## config.mk

```make
export PLATFORM = sky130hd
export DESIGN_NAME = csv_column_selector_top_flat
export DESIGN_NICKNAME = d
export VERILOG_FILES = /design/src/hw/rtl/csvsel_pkg.sv /design/src/hw/rtl/csvsel_text_if.sv /design/src/hw/rtl/csvsel_field_if.sv /design/src/hw/rtl/csv_column_selector_top.sv /design/src/hw/rtl/csvsel_cfg.sv /design/src/hw/rtl/csvsel_parser.sv /design/src/hw/rtl/csvsel_out_reg.sv /design/src/flat_wrapper.sv
export SDC_FILE = /design/constraint.sdc
export NUM_CORES = 1
export LEC_CHECK = 0
export ABC_AREA = 1
export BUFFER_PORTS_ARGS = -buffer_cell sky130_fd_sc_hd__buf_2
export CAP_MARGIN = 25
export CORE_ASPECT_RATIO = 0.7
export CORE_MARGIN = 5
export CORE_UTILIZATION = 30
export CTS_CLUSTER_DIAMETER = 150
export CTS_CLUSTER_SIZE = 25
export DETAILED_ROUTE_END_ITERATION = 10
export PLACE_DENSITY = 0.57
export SLEW_MARGIN = 25
export SYNTH_ARGS = -nofsm -noshare
export SYNTH_HDL_FRONTEND = slang
export SYNTH_SLANG_ARGS = --single-unit
```

## constraint.sdc

```tcl
create_clock -name clk -period 5.01 [get_ports clk]
set_input_delay 0.2505 -clock clk [delete_from_list [all_inputs] [get_ports clk]]
set_output_delay 0.2505 -clock clk [all_outputs]
set_load 0.01 [all_outputs]
```

## src/hw/rtl/csvsel_pkg.sv

```systemverilog
`timescale 1ns / 1ps

package csvsel_pkg;

    // Widths of the stream fields.
    localparam int BYTE_W   = 8;
    localparam int SLOT_W   = 6;
    localparam int COLUMN_W = 7;

    // Column selection.
    localparam int MAX_COLUMNS = 64;
    localparam int MASK_W      = 64;
    localparam int COL_IDX_W   = (MAX_COLUMNS > 1) ? $clog2(MAX_COLUMNS) : 1;

    // Saturation limits of the record counters.
    localparam logic [COLUMN_W-1:0] COLUMN_LIMIT = 7'd127;
    localparam logic [SLOT_W-1:0]   SLOT_LIMIT   = 6'd63;

    // Special characters.
    localparam logic [BYTE_W-1:0] CH_COMMA   = 8'h2C;
    localparam logic [BYTE_W-1:0] CH_QUOTE   = 8'h22;
    localparam logic [BYTE_W-1:0] CH_NEWLINE = 8'h0A;

    // Configuration register map.
    localparam int CFG_IDX_W  = 1;
    localparam int CFG_DATA_W = MASK_W;

    typedef enum logic [CFG_IDX_W-1:0] {
        REG_WANTED_COLUMN_MASK = 1'b0,
        REG_SKIP_HEADER        = 1'b1
    } cfg_reg_t;

    // Result handed from the parser to the output register.
    typedef struct packed {
        logic              valid;
        logic              record_end;
        logic [SLOT_W-1:0] slot_index;
        logic [BYTE_W-1:0] field_byte;
    } result_t;

endpackage

```

## src/hw/rtl/csvsel_text_if.sv

```systemverilog
`timescale 1ns / 1ps

interface csvsel_text_if;

    logic                          valid;
    logic                          ready;
    logic [csvsel_pkg::BYTE_W-1:0] text_byte;

    modport source (output valid, output text_byte, input ready);
    modport sink (input valid, input text_byte, output ready);

endinterface

```

## src/hw/rtl/csvsel_field_if.sv

```systemverilog
`timescale 1ns / 1ps

interface csvsel_field_if;

    logic                          valid;
    logic                          ready;
    logic                          record_end;
    logic [csvsel_pkg::SLOT_W-1:0] slot_index;
    logic [csvsel_pkg::BYTE_W-1:0] field_byte;

    modport source (output valid, output record_end, output slot_index, output field_byte,
                    input ready);
    modport sink (input valid, input record_end, input slot_index, input field_byte,
                  output ready);

endinterface

```

## src/hw/rtl/csv_column_selector_top.sv

```systemverilog
`timescale 1ns / 1ps

// Channel  | Role   | Payload
// ---------+--------+---------------------------------------------------
// text     | sink   | text_byte[7:0]
// field    | source | record_end, slot_index[5:0], field_byte[7:0]
// cfg      | write  | cfg_we, cfg_index[0:0], cfg_data[63:0]
//
// One text transaction is taken in every cycle while the output register has room;
// its result, if any, is there in the next cycle. The parser state and the output
// register update in the same cycle; that single register stage sets the rate.
// Reset clears the record state, the mask and sets skip_header.
// A stall on field holds the result and blocks text only while the register is full.

module csv_column_selector_top (
    input  logic                              clk,
    input  logic                              rst_n,
    csvsel_text_if.sink                       text,
    csvsel_field_if.source                    field,
    input  logic                              cfg_we,
    input  logic [csvsel_pkg::CFG_IDX_W-1:0]  cfg_index,
    input  logic [csvsel_pkg::CFG_DATA_W-1:0] cfg_data
);

    import csvsel_pkg::*;

    logic [MASK_W-1:0] wanted_column_mask;
    logic              skip_header;
    logic              space;
    logic              accept;
    result_t           result;

    // An input transaction completes when the output register has room.
    assign text.ready = space;
    assign accept     = text.valid && space;

    csvsel_cfg u_cfg (
        .clk                (clk),
        .rst_n              (rst_n),
        .cfg_we             (cfg_we),
        .cfg_index          (cfg_index),
        .cfg_data           (cfg_data),
        .wanted_column_mask (wanted_column_mask),
        .skip_header        (skip_header)
    );

    csvsel_parser u_parser (
        .clk                (clk),
        .rst_n              (rst_n),
        .accept             (accept),
        .text_byte          (text.text_byte),
        .wanted_column_mask (wanted_column_mask),
        .skip_header        (skip_header),
        .result             (result)
    );

    csvsel_out_reg u_out_reg (
        .clk    (clk),
        .rst_n  (rst_n),
        .accept (accept),
        .result (result),
        .space  (space),
        .field  (field)
    );

endmodule

```

## src/hw/rtl/csvsel_cfg.sv

```systemverilog
`timescale 1ns / 1ps

module csvsel_cfg (
    input  logic                              clk,
    input  logic                              rst_n,
    input  logic                              cfg_we,
    input  logic [csvsel_pkg::CFG_IDX_W-1:0]  cfg_index,
    input  logic [csvsel_pkg::CFG_DATA_W-1:0] cfg_data,
    output logic [csvsel_pkg::MASK_W-1:0]     wanted_column_mask,
    output logic                              skip_header
);

    import csvsel_pkg::*;

    logic [MASK_W-1:0] mask_reg;
    logic [MASK_W-1:0] mask_next;
    logic              skip_reg;
    logic              skip_next;

    // Register decode: a write updates the addressed register only.
    always_comb
    begin
        mask_next = mask_reg;
        skip_next = skip_reg;
        if (cfg_we)
        begin
            unique case (cfg_reg_t'(cfg_index))
                REG_WANTED_COLUMN_MASK: mask_next = cfg_data[MASK_W-1:0];
                REG_SKIP_HEADER:        skip_next = cfg_data[0];
                default:                ;
            endcase
        end
    end

    always_ff @(posedge clk or negedge rst_n)
    begin
        if (!rst_n)
        begin
            mask_reg <= '0;
            skip_reg <= 1'b1;
        end
        else
        begin
            mask_reg <= mask_next;
            skip_reg <= skip_next;
        end
    end

    assign wanted_column_mask = mask_reg;
    assign skip_header        = skip_reg;

endmodule

```

## src/hw/rtl/csvsel_parser.sv

```systemverilog
`timescale 1ns / 1ps

module csvsel_parser (
    input  logic                          clk,
    input  logic                          rst_n,
    input  logic                          accept,
    input  logic [csvsel_pkg::BYTE_W-1:0] text_byte,
    input  logic [csvsel_pkg::MASK_W-1:0] wanted_column_mask,
    input  logic                          skip_header,
    output csvsel_pkg::result_t           result
);

    import csvsel_pkg::*;

    logic                in_quotes_reg;
    logic                in_quotes_next;
    logic [COLUMN_W-1:0] column_number_reg;
    logic [COLUMN_W-1:0] column_number_next;
    logic [SLOT_W-1:0]   slot_counter_reg;
    logic [SLOT_W-1:0]   slot_counter_next;
    logic                header_seen_reg;
    logic                header_seen_next;

    logic is_newline;
    logic is_quote;
    logic is_comma;
    logic in_header;
    logic column_selected;

    // Byte classification and column lookup.
    assign is_newline      = (text_byte == CH_NEWLINE);
    assign is_quote        = (text_byte == CH_QUOTE);
    assign is_comma        = (text_byte == CH_COMMA);
    assign in_header       = skip_header && !header_seen_reg;
    assign column_selected = (column_number_reg < COLUMN_W'(MAX_COLUMNS))
                             && wanted_column_mask[column_number_reg[COL_IDX_W-1:0]];

    // Per-byte state update and result.
    always_comb
    begin
        in_quotes_next     = in_quotes_reg;
        column_number_next = column_number_reg;
        slot_counter_next  = slot_counter_reg;
        header_seen_next   = header_seen_reg;
        result             = '0;

        if (accept)
        begin
            if (is_newline)
            begin
                // A newline ends the record even inside quotes.
                in_quotes_next     = 1'b0;
                column_number_next = '0;
                slot_counter_next  = '0;
                header_seen_next   = 1'b1;
                if (!in_header)
                begin
                    result.valid      = 1'b1;
                    result.record_end = 1'b1;
                end
            end
            else if (!in_header)
            begin
                if (is_quote)
                begin
                    in_quotes_next = !in_quotes_reg;
                end
                else if (is_comma && !in_quotes_reg)
                begin
                    if (column_selected && (slot_counter_reg != SLOT_LIMIT))
                    begin
                        slot_counter_next = slot_counter_reg + 1'b1;
                    end
                    if (column_number_reg != COLUMN_LIMIT)
                    begin
                        column_number_next = column_number_reg + 1'b1;
                    end
                end
                else if (column_selected)
                begin
                    result.valid      = 1'b1;
                    result.slot_index = slot_counter_reg;
                    result.field_byte = text_byte;
                end
            end
        end
    end

    always_ff @(posedge clk or negedge rst_n)
    begin
        if (!rst_n)
        begin
            in_quotes_reg     <= 1'b0;
            column_number_reg <= '0;
            slot_counter_reg  <= '0;
            header_seen_reg   <= 1'b0;
        end
        else
        begin
            in_quotes_reg     <= in_quotes_next;
            column_number_reg <= column_number_next;
            slot_counter_reg  <= slot_counter_next;
            header_seen_reg   <= header_seen_next;
        end
    end

endmodule

```

## src/hw/rtl/csvsel_out_reg.sv

```systemverilog
`timescale 1ns / 1ps

module csvsel_out_reg (
    input  logic                  clk,
    input  logic                  rst_n,
    input  logic                  accept,
    input  csvsel_pkg::result_t   result,
    output logic                  space,
    csvsel_field_if.source        field
);

    import csvsel_pkg::*;

    logic              valid_reg;
    logic              valid_next;
    logic              record_end_reg;
    logic              record_end_next;
    logic [SLOT_W-1:0] slot_index_reg;
    logic [SLOT_W-1:0] slot_index_next;
    logic [BYTE_W-1:0] field_byte_reg;
    logic [BYTE_W-1:0] field_byte_next;

    // The register can take a new result when it is empty or being drained.
    assign space = !valid_reg || field.ready;

    always_comb
    begin
        valid_next      = valid_reg;
        record_end_next = record_end_reg;
        slot_index_next = slot_index_reg;
        field_byte_next = field_byte_reg;
        if (accept)
        begin
            valid_next      = result.valid;
            record_end_next = result.record_end;
            slot_index_next = result.slot_index;
            field_byte_next = result.field_byte;
        end
        else if (field.ready)
        begin
            valid_next = 1'b0;
        end
    end

    always_ff @(posedge clk or negedge rst_n)
    begin
        if (!rst_n)
        begin
            valid_reg <= 1'b0;
        end
        else
        begin
            valid_reg <= valid_next;
        end
    end

    always_ff @(posedge clk)
    begin
        record_end_reg <= record_end_next;
        slot_index_reg <= slot_index_next;
        field_byte_reg <= field_byte_next;
    end

    assign field.valid      = valid_reg;
    assign field.record_end = record_end_reg;
    assign field.slot_index = slot_index_reg;
    assign field.field_byte = field_byte_reg;

endmodule
```

## src/flat_wrapper.sv

```systemverilog
// flat-port wrapper written by rule: the top's interface ports become plain ports
module csv_column_selector_top_flat import csvsel_pkg::*;
  (clk, rst_n, cfg_we, cfg_index, cfg_data, text_valid, text_text_byte, text_ready, field_valid, field_record_end, field_slot_index, field_field_byte, field_ready);
  csvsel_text_if text_i ();
  csvsel_field_if field_i ();
  input  logic clk;
  input  logic rst_n;
  input  logic cfg_we;
  input  logic [csvsel_pkg::CFG_IDX_W-1:0] cfg_index;
  input  logic [csvsel_pkg::CFG_DATA_W-1:0] cfg_data;
  input wire logic [$bits(text_i.valid)-1:0] text_valid;
  input wire logic [$bits(text_i.text_byte)-1:0] text_text_byte;
  output wire logic [$bits(text_i.ready)-1:0] text_ready;
  output wire logic [$bits(field_i.valid)-1:0] field_valid;
  output wire logic [$bits(field_i.record_end)-1:0] field_record_end;
  output wire logic [$bits(field_i.slot_index)-1:0] field_slot_index;
  output wire logic [$bits(field_i.field_byte)-1:0] field_field_byte;
  input wire logic [$bits(field_i.ready)-1:0] field_ready;
  assign text_i.valid = text_valid;
  assign text_i.text_byte = text_text_byte;
  assign text_ready = text_i.ready;
  assign field_valid = field_i.valid;
  assign field_record_end = field_i.record_end;
  assign field_slot_index = field_i.slot_index;
  assign field_field_byte = field_i.field_byte;
  assign field_i.ready = field_ready;
  csv_column_selector_top u_core (.clk(clk), .rst_n(rst_n), .text(text_i), .field(field_i), .cfg_we(cfg_we), .cfg_index(cfg_index), .cfg_data(cfg_data));
endmodule
```

==> out/results.txt, run 1 <==
Buffers inserted to repair hold after CTS numbered 0. Fraction of layout instances using a drive strength above 1: 35.6%. The number of levels in the clock H-tree was 3; the total design power was 2.00 mW.

The starting utilization of the core area was 30.6%; the synthesis warning total was 0. Summed over all layers, the global routing overflow is 0. Across the run, the number of max-cap violations was 0. STA classifies the critical path startpoint as a flop.

The number of hold violations in the final report was 0; the die span in x was 160 µm. Summed over all nets, the switching power comes to 0.571 mW. The tools report the core area as 15500 µm².

Largest net degree at the start of global routing: 82. The antenna diode instance count was 0; the async set-or-reset flop fraction in the synthesized netlist was 84.4%. Headroom to the max-slew limit came out at 45.3%.

At the end of the flow, the number of nets in the layout was 637. The run gives 4 as the length of the first detailed-routing pass in iterations. The die is 115 µm tall. After detailed routing, the average wire length per cell comes to 15.0 µm. The number of buffers created by CTS was 9. Kind of critical path: reg -> reg.

Across all register-to-register paths, the minimum setup slack is 2.49 ns. The dominant cell type by area after synthesis is dfrtp_1. The tools report the total DRC errors in the routed layout as 0. The number of global-route vias before repair was 3641; the number of nets in the synthesized netlist was 548. The final-report max-slew violation count was 0; the clock slew seen by the registers of the worst setup and hold paths was 0.07 ns. Across the routed clock network, the largest skew measured is 0.00909 ns. The later pin in the worst-skew pair is clocked with a latency of 0.35 ns.

Subtracting the final worst setup slack from the clock period gives 2.52 ns. For the final routed database, the setup TNS stands at 0 ns. Summed over all nets, the half-perimeter wirelength after detailed placement is 8150 µm. Root cell of the clock tree: clkbuf_16. After synthesis, the most frequently instantiated cells are nand2_1 (127), dfrtp_1 (80), mux2_2 (62). Buffers added to address setup during post-CTS repair amount to 0. Number of enable flip-flop cells after synthesis: 15.

After synthesis, flip-flops and latches occupy 52.3% of the total area. STA puts the critical path data arrival time at 2.69 ns. In the synthesized netlist, the number of instances is 468. The register with the most flip-flops in the layout has 64 of them. After filler insertion, the fill cell instance count of the layout stands at 1574. The logs give 3553 for the number of vias in the routed layout and 0.793 for the final weighted congestion of routability-driven global placement. The cell area after synthesis was 4740 µm². Dividing the final minimum period by the clock period gives 50.3%. In this run, the number of DRC markers left after iteration 0 of detailed routing was 219. The flop and latch count out of synthesis works out to 96. Counting every sink on the clock net gives 96. At the pin with the least slew margin, the transition time is 0.820 ns. No sink is reached through more buffers than the 2 on the longest clock path.

In the post-synthesis netlist, the cell with the most instances is nand2_1. The final routed wirelength across all metal layers is 11400 µm. Endpoint required time on the critical path: 5.18 ns. The switching share of total power came out at 28.5%.

Summed over all cells, the static leakage comes to 2.66 nW. In the post-synthesis netlist, the biggest area contributors are dfrtp_1 (42%), mux2_2 (15%), nand2_1 (10%). TritonCTS built the clock tree. Across the VDD grid, the largest voltage drop is 0.169 mV. The tools report the internal portion of total power as 1.43 mW. The fraction of power consumed by combinational cells came out at 18.0%. Initial antenna violation count: 0. Post-cts gate resize count: 0.

Based on the critical path, the design can be clocked at up to 397 MHz. The count of nets left with antenna violations once routing finished came out at 0. The share of synthesized area in the top cell type comes to 42.3%. The class of the most critical hold timing path is in -> reg.

The number of ports placed on the die boundary was 95. The share of total power dissipated in sequential elements is 47.0%. The count of input and output buffers came out at 94. For the fraction of power consumed by the clock network, the log shows 35.0%. The area growth from synthesis to layout is 19.3%.

After detailed routing, the number of vias per cell comes to 4.66. The most used flip-flop cell after synthesis was dfrtp_1. The top fanout value on the critical path is 15, and the power density of the placed cells is 354 nW/µm².

The post-synthesis area per instance is 10.1 µm², and the setup violation total in the final timing report is 0. The first global-routing pass estimated 18700 µm of wire. STA classifies the critical path endpoint as a flop. The tools report the count of cell types in the netlist as 37. Global routing used 12.8% of the available tracks. The run finished with clean final reports. Setup repair after global routing left no endpoint under its margin. The floorplan has 38 rows.

The die covers 18400 µm². The tightest hold path in the finished design has a slack of 0.0810 ns.
-- logic make-up (layout without fill, tap and decap cells) --
kind of cell	Yosys count	in the layout	synth area share, %
AO/OA/AOI/OAI	29	29	3.41
XOR/XNOR	3	3	0.555
adder cells (fa/ha/maj)	2	2	0.528
buffers and inverters	53	147	5.63
flip-flops	96	96	52.3
multiplexers	62	62	14.7
AND/OR/NAND/NOR	223	223	22.8
-- layout by cell type (no fill, tap or decap), types with 2 or more instances in the layout --
master / n
buf_4: 2
clkbuf_16: 9
o21ai_0: 8
a21oi_1: 12
dfrtp_1: 80
a21boi_0: 2
ha_1: 2
o21ai_1: 2
nand2_2: 5
o211ai_1: 2
clkinvlp_4: 2
nor2_1: 20
edfxtp_1: 15
inv_2: 3
o31ai_1: 2
inv_6: 2
nand2_1: 126
xor2_1: 3
buf_2: 93
nand2_4: 2
inv_1: 30
mux2_2: 62
nand3_1: 41
nor4_1: 2
nor3b_1: 4
nor3_1: 5
nor3b_2: 4
nor3_2: 7
-- area by class of cell --
| type | count | area (µm²) | share of cell area [%] |
|---|---|---|---|
| clock inverter | 6 | 66.3 | 1.17 |
| sequential | 96 | 2480 | 43.9 |
| timing repair buffer | 97 | 502 | 8.88 |
| inverter | 34 | 130 | 2.30 |
| clock buffer | 10 | 229 | 4.05 |
| tap | 200 | 250 | 4.43 |
| multi-input combinational | 319 | 1990 | 35.3 |
-- final timing paths --
| path | end | start | cells after the start |
|---|---|---|---|
| setup reg to reg | u_core.u_out_reg.field.field_byte[3]$_SDFFCE_PP0P_ | u_core.u_parser.column_number_reg[1]$_DFFE_PN0P_ | 10 |
| setup / recovery | u_core.u_out_reg.field.field_byte[3]$_SDFFCE_PP0P_ | u_core.u_parser.column_number_reg[1]$_DFFE_PN0P_ | 10 |
| hold / removal | u_core.u_cfg.skip_header$_DFFE_PN1P_ | cfg_index | 2 |
| max in group asynchronous | u_core.u_cfg.wanted_column_mask[31]$_DFFE_PN0P_ | rst_n | 2 |
| hold reg to reg | u_core.u_parser.header_seen_reg$_DFFE_PN0P_ | u_core.u_parser.header_seen_reg$_DFFE_PN0P_ | 2 |
| min in group asynchronous | u_core.u_out_reg.field.valid$_DFFE_PN0P_ | rst_n | 2 |
-- per-layer routing --
layer | global-route usage [%] | part of all wire [%]
met5 | 0 | 0
met4 | 4.24 | 1.1
met3 | 3.62 | 4.5
met2 | 18.8 | 44
met1 | 18.4 | 50
-- stage by stage --
stage / cell area, µm² / utilization, % / cells / setup slack [ns]
after CTS: 5640 / 36.4 / 761 / 2.50
final: 5650 / 36.4 / 762 / 2.49
after detailed placement: 5340 / 34.5 / 745 / 2.54
after floorplan: 4740 / - / 468 / 3.30
after global routing: 5650 / 36.4 / 762 / 2.32
after global placement: 5340 / 34.5 / 745 / 2.62
-- power by group through the flow --
stage	Sequential, mW	Combinational, mW	Clock [mW]
after floorplan	0.938	0.269	0
after global placement	0.953	0.354	0
after detailed placement	0.956	0.362	0
after CTS	0.941	0.364	0.726
after global routing	0.952	0.409	0.751
final	0.941	0.359	0.701
-- worst max-delay path, stage by stage (launching register included) --
cell,delay (ns)
dfrtp_1,0.69
nand2_1,0.24
inv_1,0.29
nand2_1,0.09
nand2_1,0.08
inv_1,0.04
a21oi_1,0.19
nor2_1,0.10
nand2_2,0.11
nand3_4,0.21
nor3b_1,0.29
Power figures use the tool's default switching activity.
==> inputs of run 2 (changes only) <==
--- a/config.mk
+++ b/config.mk
@@ -14,7 +14,7 @@
 export CTS_CLUSTER_DIAMETER = 150
 export CTS_CLUSTER_SIZE = 25
 export DETAILED_ROUTE_END_ITERATION = 10
-export PLACE_DENSITY = 0.57
+export PLACE_DENSITY = 0.58
 export SLEW_MARGIN = 25
 export SYNTH_ARGS = -nofsm -noshare
 export SYNTH_HDL_FRONTEND = slang
==> constraint.sdc (replaced) <==
create_clock -name clk -period 2.2 [get_ports clk]
set_input_delay 0.11 -clock clk [delete_from_list [all_inputs] [get_ports clk]]
set_output_delay 0.11 -clock clk [all_outputs]
set_load 0.01 [all_outputs]
==> run 2 against run 1 <==
  * Final area rose by 12%
  * Critical path depth is the same
  * Global-route usage is 0.63 points higher
  * Cell count grew 8.7%
  * Register-to-register slack worse by 2.3 ns
  * Die area did not move
  * First-iteration DRC count grew 4.1%
  * Critical endpoint unchanged
  * Largest cell class unchanged
  * Highest routed layer unchanged
==> out/results.txt, run 2 (synthesized netlist as in run 1, its figures left out) <==
The final layout net count was 703 (+10%). The antenna diode instance count is 0 (unchanged), and the number of buffers created by CTS is 9 (unchanged). The floorplan die height works out to 115 µm (unchanged). The floorplan die area was 18400 µm² (unchanged); the count of input and output buffers was 94 (unchanged). The critical path goes through buf_4 -> nor2_4 -> nand2_1 -> nand2_1 -> inv_1 -> a21oi_1 -> nor2_1 -> nand2_2 -> nand3_4 -> nor3b_1. The clock slew seen by the registers of the worst setup and hold paths came out at 0.06 ns (about the same). Kind of critical path: reg -> reg. The library cell appearing most often on the critical path is nand2_1. For the clock latency of the later-clocked register in the worst-skew pair, the log shows 0.35 ns (about the same).

The area growth from synthesis to layout is 33.8%. The length of the first detailed-routing pass in iterations is 5 (+1). The logs give 2.38 ns (-2.80 ns) for the endpoint required time on the critical path and 2.95 nW (+11%) for the cell leakage power. For the final worst hold slack, the log shows 0.0170 ns (-0.0640 ns). The relative slew slack was 59.6% (+14 points); the number of vias in the routed layout was 3774 (+6.2%). The run gives 95 (unchanged) as the number of ports placed on the die boundary. The number of hold violations in the final report came out at 0 (unchanged). The first-pass GRT wire length is 19900 µm (+6.3%). The worst setup path is captured at a flop. The critical path's top delay family was simple AND/OR/NAND/NOR gates. The maximum count of clock buffers along a single path was 2 (unchanged); the number of placement rows was 38 (unchanged). The detailed-route vias per instance is 4.56 (-2.2%).

For this design, the slowest cell found on the critical path is dfrtp_1. Setup repair after global routing left no endpoint under its margin. The number of maximum-capacitance constraint violations came out at 0 (unchanged). The highest cell delay on the worst timing path works out to 0.46 ns (-0.23 ns). The tools report the data arrival time of the critical path as 2.20 ns (-0.49 ns). The worst vdd rail ir drop was 0.357 mV (+110%); the worst path setup slack after routing was 0.175 ns (-2.31 ns).

The timing-limited maximum frequency was 494 MHz (+24%); the HPWL after detailed placement was 8940 µm (+9.8%). The number of buffer and inverter instances along the worst setup path is 2 (unchanged), and the core area is 15500 µm² (unchanged). Worst setup slack before clock tree synthesis: 0.188 ns (-2.35 ns). The total area of sequential cells was 2480 µm² (about the same).

TritonCTS built the clock tree. The total design power was 4.72 mW (+140%); the initial antenna violation count was 0 (unchanged). The final worst clock skew was 0.00987 ns (+0.000775 ns); the largest net degree at the start of global routing was 56 (-32%). Power density of the placed cells: 746 nW/µm² (+110%). The tree is rooted in a clkbuf_16.

The final routed wirelength across all metal layers came out at 11900 µm (+4.4%). The run gives 0.856 (+7.9%) as the final weighted congestion of routability-driven global placement. In this run the critical register-to-register path is launched from u_core.u_parser.column_number_reg[1]$_DFFE_PN0P_.

The logs give 0 ns (unchanged) for the final-layout setup total negative slack and 0 (unchanged) for the setup violation total in the final timing report. For the number of levels in the clock H-tree, the log shows 3 (unchanged). The flow ran to the end, and the final reports show no timing, DRC or antenna violations. The clock sink total came out at 96 (unchanged). In this run the most critical hold path is launched from cfg_data[14]. For the starting utilization of the core area, the log shows 30.6% (unchanged). The min-delay analysis places its worst path in the category in -> reg.

The fraction of layout instances using a drive strength above 1 works out to 33.6% (-2.0 points). Leaving out fill and tap cells, the most frequent cell in the layout is nand2_1. The share of the cycle needed by the critical path after routing is 92.0% (+42 points), and the residual overflow from global routing is 0 (unchanged). Area of all placed cells without fillers: 6340 µm² (+12%).

In this run the worst setup path begins at u_core.u_parser.column_number_reg[1]$_DFFE_PN0P_. The total area of multi-input combinational cells is 2000 µm² (+0.25%), and the number of nets with antenna violations after detailed routing is 0 (unchanged). Cell area after placement: 5430 µm² (+1.6%). The element type at the critical path start is a flop. The post-layout minimum cycle time was 2.03 ns (-0.496 ns). The top fanout value on the critical path was 15 (unchanged).

Number of global-route vias before repair: 3947 (+8.4%). The run gives 0 (unchanged) as the total DRC errors in the routed layout. The final routed wire length divided by cell count was 14.4 µm (-3.9%); the actual transition at the worst max-transition pin was 0.605 ns (-0.215 ns). The run gives 0 (unchanged) as the final-report max-slew violation count. The global routing usage summed across all routing layers came out at 13.5% (+0.63 points). The flip-flop count of the largest register, all copies and words added came out at 64 (unchanged). In the layout the commonest cells are nand2_1 (126), buf_2 (93), dfrtp_1 (79).

The number of fillers in the final layout is 1531 (-2.7%). The die span in x was 160 µm (unchanged). For the buffer count from post-CTS setup fixing, the log shows 0 (unchanged). The first-iteration detailed-routing DRC count is 228 (+4.1%).
[run 2: final timing paths]
check,endpoint,slack [ns],depth (start not counted)
max,u_core.u_out_reg.field.field_byte[3]$_SDFFCE_PP0P_,0.17,10
min,u_core.u_cfg.wanted_column_mask[14]$_DFFE_PN0P_,0.02,2
max reg2reg,u_core.u_out_reg.field.field_byte[3]$_SDFFCE_PP0P_,0.17,10
min reg2reg,u_core.u_parser.header_seen_reg$_DFFE_PN0P_,0.47,2
max in group asynchronous,u_core.u_parser.column_number_reg[0]$_DFFE_PN0P_,1.24,3
min in group asynchronous,u_core.u_out_reg.field.valid$_DFFE_PN0P_,0.32,2
[run 2: cell type report]
type / count / share of cell area (%)
inverters: 34 / 2.09
multi-input cells: 319 / 31.5
flip-flops and latches: 96 / 39.1
repair buffers: 163 / 18.4
well taps: 200 / 3.95
clock buffers: 10 / 3.61
clock inverters: 6 / 1.32
[run 2: routing by layer]
layer	vias to the layer above	track usage [%]	routed length, µm	share of wire (%)
met4	0	4.70	228	1.9
met2	96	20.6	5210	44
met5	-	0	0	0
met3	18	3.73	686	5.7
li1	1871	-	-	-
met1	1789	18.5	5810	49
[run 2: report_power, final]
group,switching (mW),total (mW),internal (mW)
combinational,0.477,0.925,0.448
sequential,0.135,2.15,2.02
clock,0.656,1.65,0.990
[run 2: metrics by stage]
stage                     util [%]  cells
after CTS                     40.8    828
after floorplan                  -    468
after global routing          40.9    828
after global placement        35.0    753
final                         40.9    828
after detailed placement      35.0    753
[run 2: repair_timing]
item	4_1_cts	5_1_grt
endpoints found under the hold margin	100	0
setup endpoints to repair	0	7
gates resized for setup	0	5
hold buffers	59	0
==> inputs of run 3 (changes only) <==
--- a/config.mk
+++ b/config.mk
@@ -14,7 +14,7 @@
 export CTS_CLUSTER_DIAMETER = 150
 export CTS_CLUSTER_SIZE = 25
 export DETAILED_ROUTE_END_ITERATION = 10
-export PLACE_DENSITY = 0.58
+export PLACE_DENSITY = 0.49
 export SLEW_MARGIN = 25
 export SYNTH_ARGS = -nofsm -noshare
 export SYNTH_HDL_FRONTEND = slang
==> run 3 against run 2 <==
  * Maximum frequency down 2.0%
  * Hold slack worse by 0.0072 ns
  * Combinational power up 0.5%
  * Sequential cell count unchanged
  * Clock skew down 0.00051 ns
  * Sequential share of layout area up 0.077 points
  * Core utilization down 0.081 points
  * First-iteration DRC count down 17%
  * Non-clock buffer count up 3
  * Setup slack worse by 0.040 ns
  * Clock power down 6%
  * Largest cell class unchanged
==> out/results.txt, run 3 (synthesized netlist as in run 1, its figures left out) <==
The run finished with clean final reports. For the number of buffers created by CTS, the log shows 9 (unchanged). The share of the cycle needed by the critical path after routing was 93.9% (+1.8 points). The run gives 11800 µm (-0.85%) as the final routed wirelength across all metal layers. Endpoint required time on the critical path: 2.40 ns (+0.02 ns). The fraction of layout instances using a drive strength above 1 was 34.1% (+0.47 points); the total area of multi-input combinational cells was 1990 µm² (-0.25%).

The total area of sequential cells is 2480 µm² (unchanged), and the top fanout value on the critical path is 15 (unchanged). The tools report the final worst clock skew as 0.00936 ns (-0.000510 ns). The total instance count after detailed placement is 753 (unchanged), and the first-iteration detailed-routing DRC count is 190 (-17%). The logs give 0 (unchanged) for the final-report max-slew violation count and 8420 µm (-5.9%) for the HPWL after detailed placement. The worst setup path is captured at a flop. The global routing usage summed across all routing layers came out at 13.7% (+0.25 points).

Number of placement rows: 38 (unchanged). The core area is 15500 µm² (unchanged). The final routed wire length divided by cell count was 14.2 µm (-1.2%); the actual transition at the worst max-transition pin was 0.497 ns (-0.109 ns). The timing-limited maximum frequency is 484 MHz (-2.0%), and the number of cells on the worst reg-to-reg path is 11 (+1). The most frequent standard cell in the layout excluding fill and tap cells was nand2_1.

Detailed-route vias per instance: 4.48 (-1.6%). The total DRC errors in the routed layout was 0 (unchanged). The clock sink total came out at 96 (unchanged). By startpoint and endpoint, the worst setup path is classified as reg -> reg.

The relative slew slack is 66.9% (+7.2 points). Setup repair after global routing left no endpoint under its margin. The tools report the residual overflow from global routing as 0 (unchanged). The number of fillers in the final layout was 1555 (+1.6%); the setup violation total in the final timing report was 0 (unchanged). The flip-flop count of the largest register, all copies and words added came out at 64 (unchanged). The tools report the final layout net count as 706 (+0.43%). The floorplan die height came out at 115 µm (unchanged). The element type at the critical path start is a flop. The run gives 19.5% (+0.98 points) as the global routing met1 resource utilization. The tightest min-delay check is of the in -> reg type.

TritonCTS built the clock tree. The logs give 18400 µm² (unchanged) for the floorplan die area and 0 (unchanged) for the number of hold violations in the final report. The clock latency of the later-clocked register in the worst-skew pair was 0.35 ns (about the same); the power density of the placed cells was 733 nW/µm² (-1.6%). The logs give 0 (unchanged) for the initial antenna violation count and 3 (unchanged) for the number of levels in the clock H-tree. The final weighted congestion of routability-driven global placement was 0.790 (-7.7%).

In the layout the commonest cells are nand2_1 (126), buf_2 (93), dfrtp_1 (79). The antenna diode instance count was 0 (unchanged). The number of ports placed on the die boundary was 95 (unchanged); the filler-free cell count of the finished design was 831 (+0.36%). The final-layout setup total negative slack was 0 ns (unchanged).

The die span in x is 160 µm (unchanged). The cell leakage power is 2.96 nW (+0.18%). The clock slew seen by the registers of the worst setup and hold paths works out to 0.07 ns (about the same). The number of maximum-capacitance constraint violations is 0 (unchanged), and the number of nets with antenna violations after detailed routing is 0 (unchanged). The length of the first detailed-routing pass in iterations was 4 (-1); the data arrival time of the critical path was 2.27 ns (+0.07 ns).

The run gives 30.6% (unchanged) as the starting utilization of the core area. Relative to the synthesized area, the layout overhead comes to 33.6%. The count of input and output buffers was 94 (unchanged); the fraction of met2 tracks used by global routing was 20.3% (-0.34 points). The run gives 20100 µm (+1.0%) as the first-pass GRT wire length.

The root cell of the clock tree is clkbuf_16. The maximum count of clock buffers along a single path was 2 (unchanged); the worst vdd rail ir drop was 0.442 mV (+24%). The met3 demand-to-capacity share in global routing came out at 4.08% (+0.36 points). For the number of global-route vias before repair, the log shows 3903 (-1.1%). For the largest net degree at the start of global routing, the log shows 67 (+20%).

The post-layout minimum cycle time is 2.07 ns (+0.0403 ns). The number of vias in the routed layout came out at 3727 (-1.2%). The layer flagged by global routing as most heavily used is met2. The instance count along the most critical hold path came out at 2 (unchanged).
-- run 3: per-layer routing --
metal / vias up / wire, µm
met4: 0 / 178
met3: 13 / 611
li1: 1875 / -
met5: - / 0
met2: 82 / 4950
met1: 1757 / 6100
-- run 3: power by group --
part	leakage, nW	switching, mW	internal [mW]	total, mW
Clock	0.140	0.643	0.911	1.55
Combinational	1.71	0.480	0.450	0.930
Sequential	1.11	0.137	2.02	2.15
Total	2.96	1.26	3.38	4.64
-- run 3: repair_timing --
action | in CTS | in global routing
endpoints found under the hold margin | 88 | 0
endpoints found under the setup margin | 0 | 8
hold buffers | 55 | 0
gates resized for setup | 0 | 2
setup buffers | 0 | 7
-- run 3: layout make-up --
class / count / area share [%]
multi-input combinational: 319 / 31.5
clock buffer: 13 / 3.96
timing repair buffer: 166 / 18.6
inverter: 34 / 2.10
tap: 200 / 3.96
sequential: 96 / 39.2
clock inverter: 3 / 0.673
-- run 3: path summary, 6_finish.rpt --
kind | start | endpoint | slack [ns]
min in group asynchronous | rst_n | u_core.u_cfg.wanted_column_mask[8]$_DFFE_PN0P_ | 0.26
max in group asynchronous | rst_n | u_core.u_cfg.skip_header$_DFFE_PN1P_ | 1.25
worst max register to register | u_core.u_parser.column_number_reg[2]$_DFFE_PN0P_ | u_core.u_out_reg.field.slot_index[2]$_SDFFCE_PP0P_ | 0.13
worst min-delay path | cfg_data[62] | u_core.u_cfg.wanted_column_mask[62]$_DFFE_PN0P_ | 0.01
worst min register to register | u_core.u_parser.header_seen_reg$_DFFE_PN0P_ | u_core.u_parser.header_seen_reg$_DFFE_PN0P_ | 0.46
worst max-delay path | u_core.u_parser.column_number_reg[2]$_DFFE_PN0P_ | u_core.u_out_reg.field.slot_index[2]$_SDFFCE_PP0P_ | 0.13
-- run 3: stage by stage --
step	instance area, µm²	hold slack, ns	setup WS, ns	utilization, %	total power, mW
after floorplan	4740	-0.186	0.489	-	2.75
after global placement	5430	0.114	0.208	35.0	3.02
after detailed placement	5430	0.114	0.170	35.0	3.03
after CTS	6270	0.000635	0.140	40.4	4.70
after global routing	6320	0.00456	0.00159	40.8	4.90
final	6320	0.00980	0.135	40.8	4.64
-- run 3: critical path, cell delays in order (launching register included) --
cell,delay (ns)
dfrtp_1,0.39
inv_1,0.19
nor2_4,0.26
nand2_1,0.08
nand2_1,0.06
inv_1,0.04
a21oi_1,0.16
nor2_1,0.09
nand2_2,0.11
nand3_4,0.19
buf_4,0.20
nor3b_2,0.14
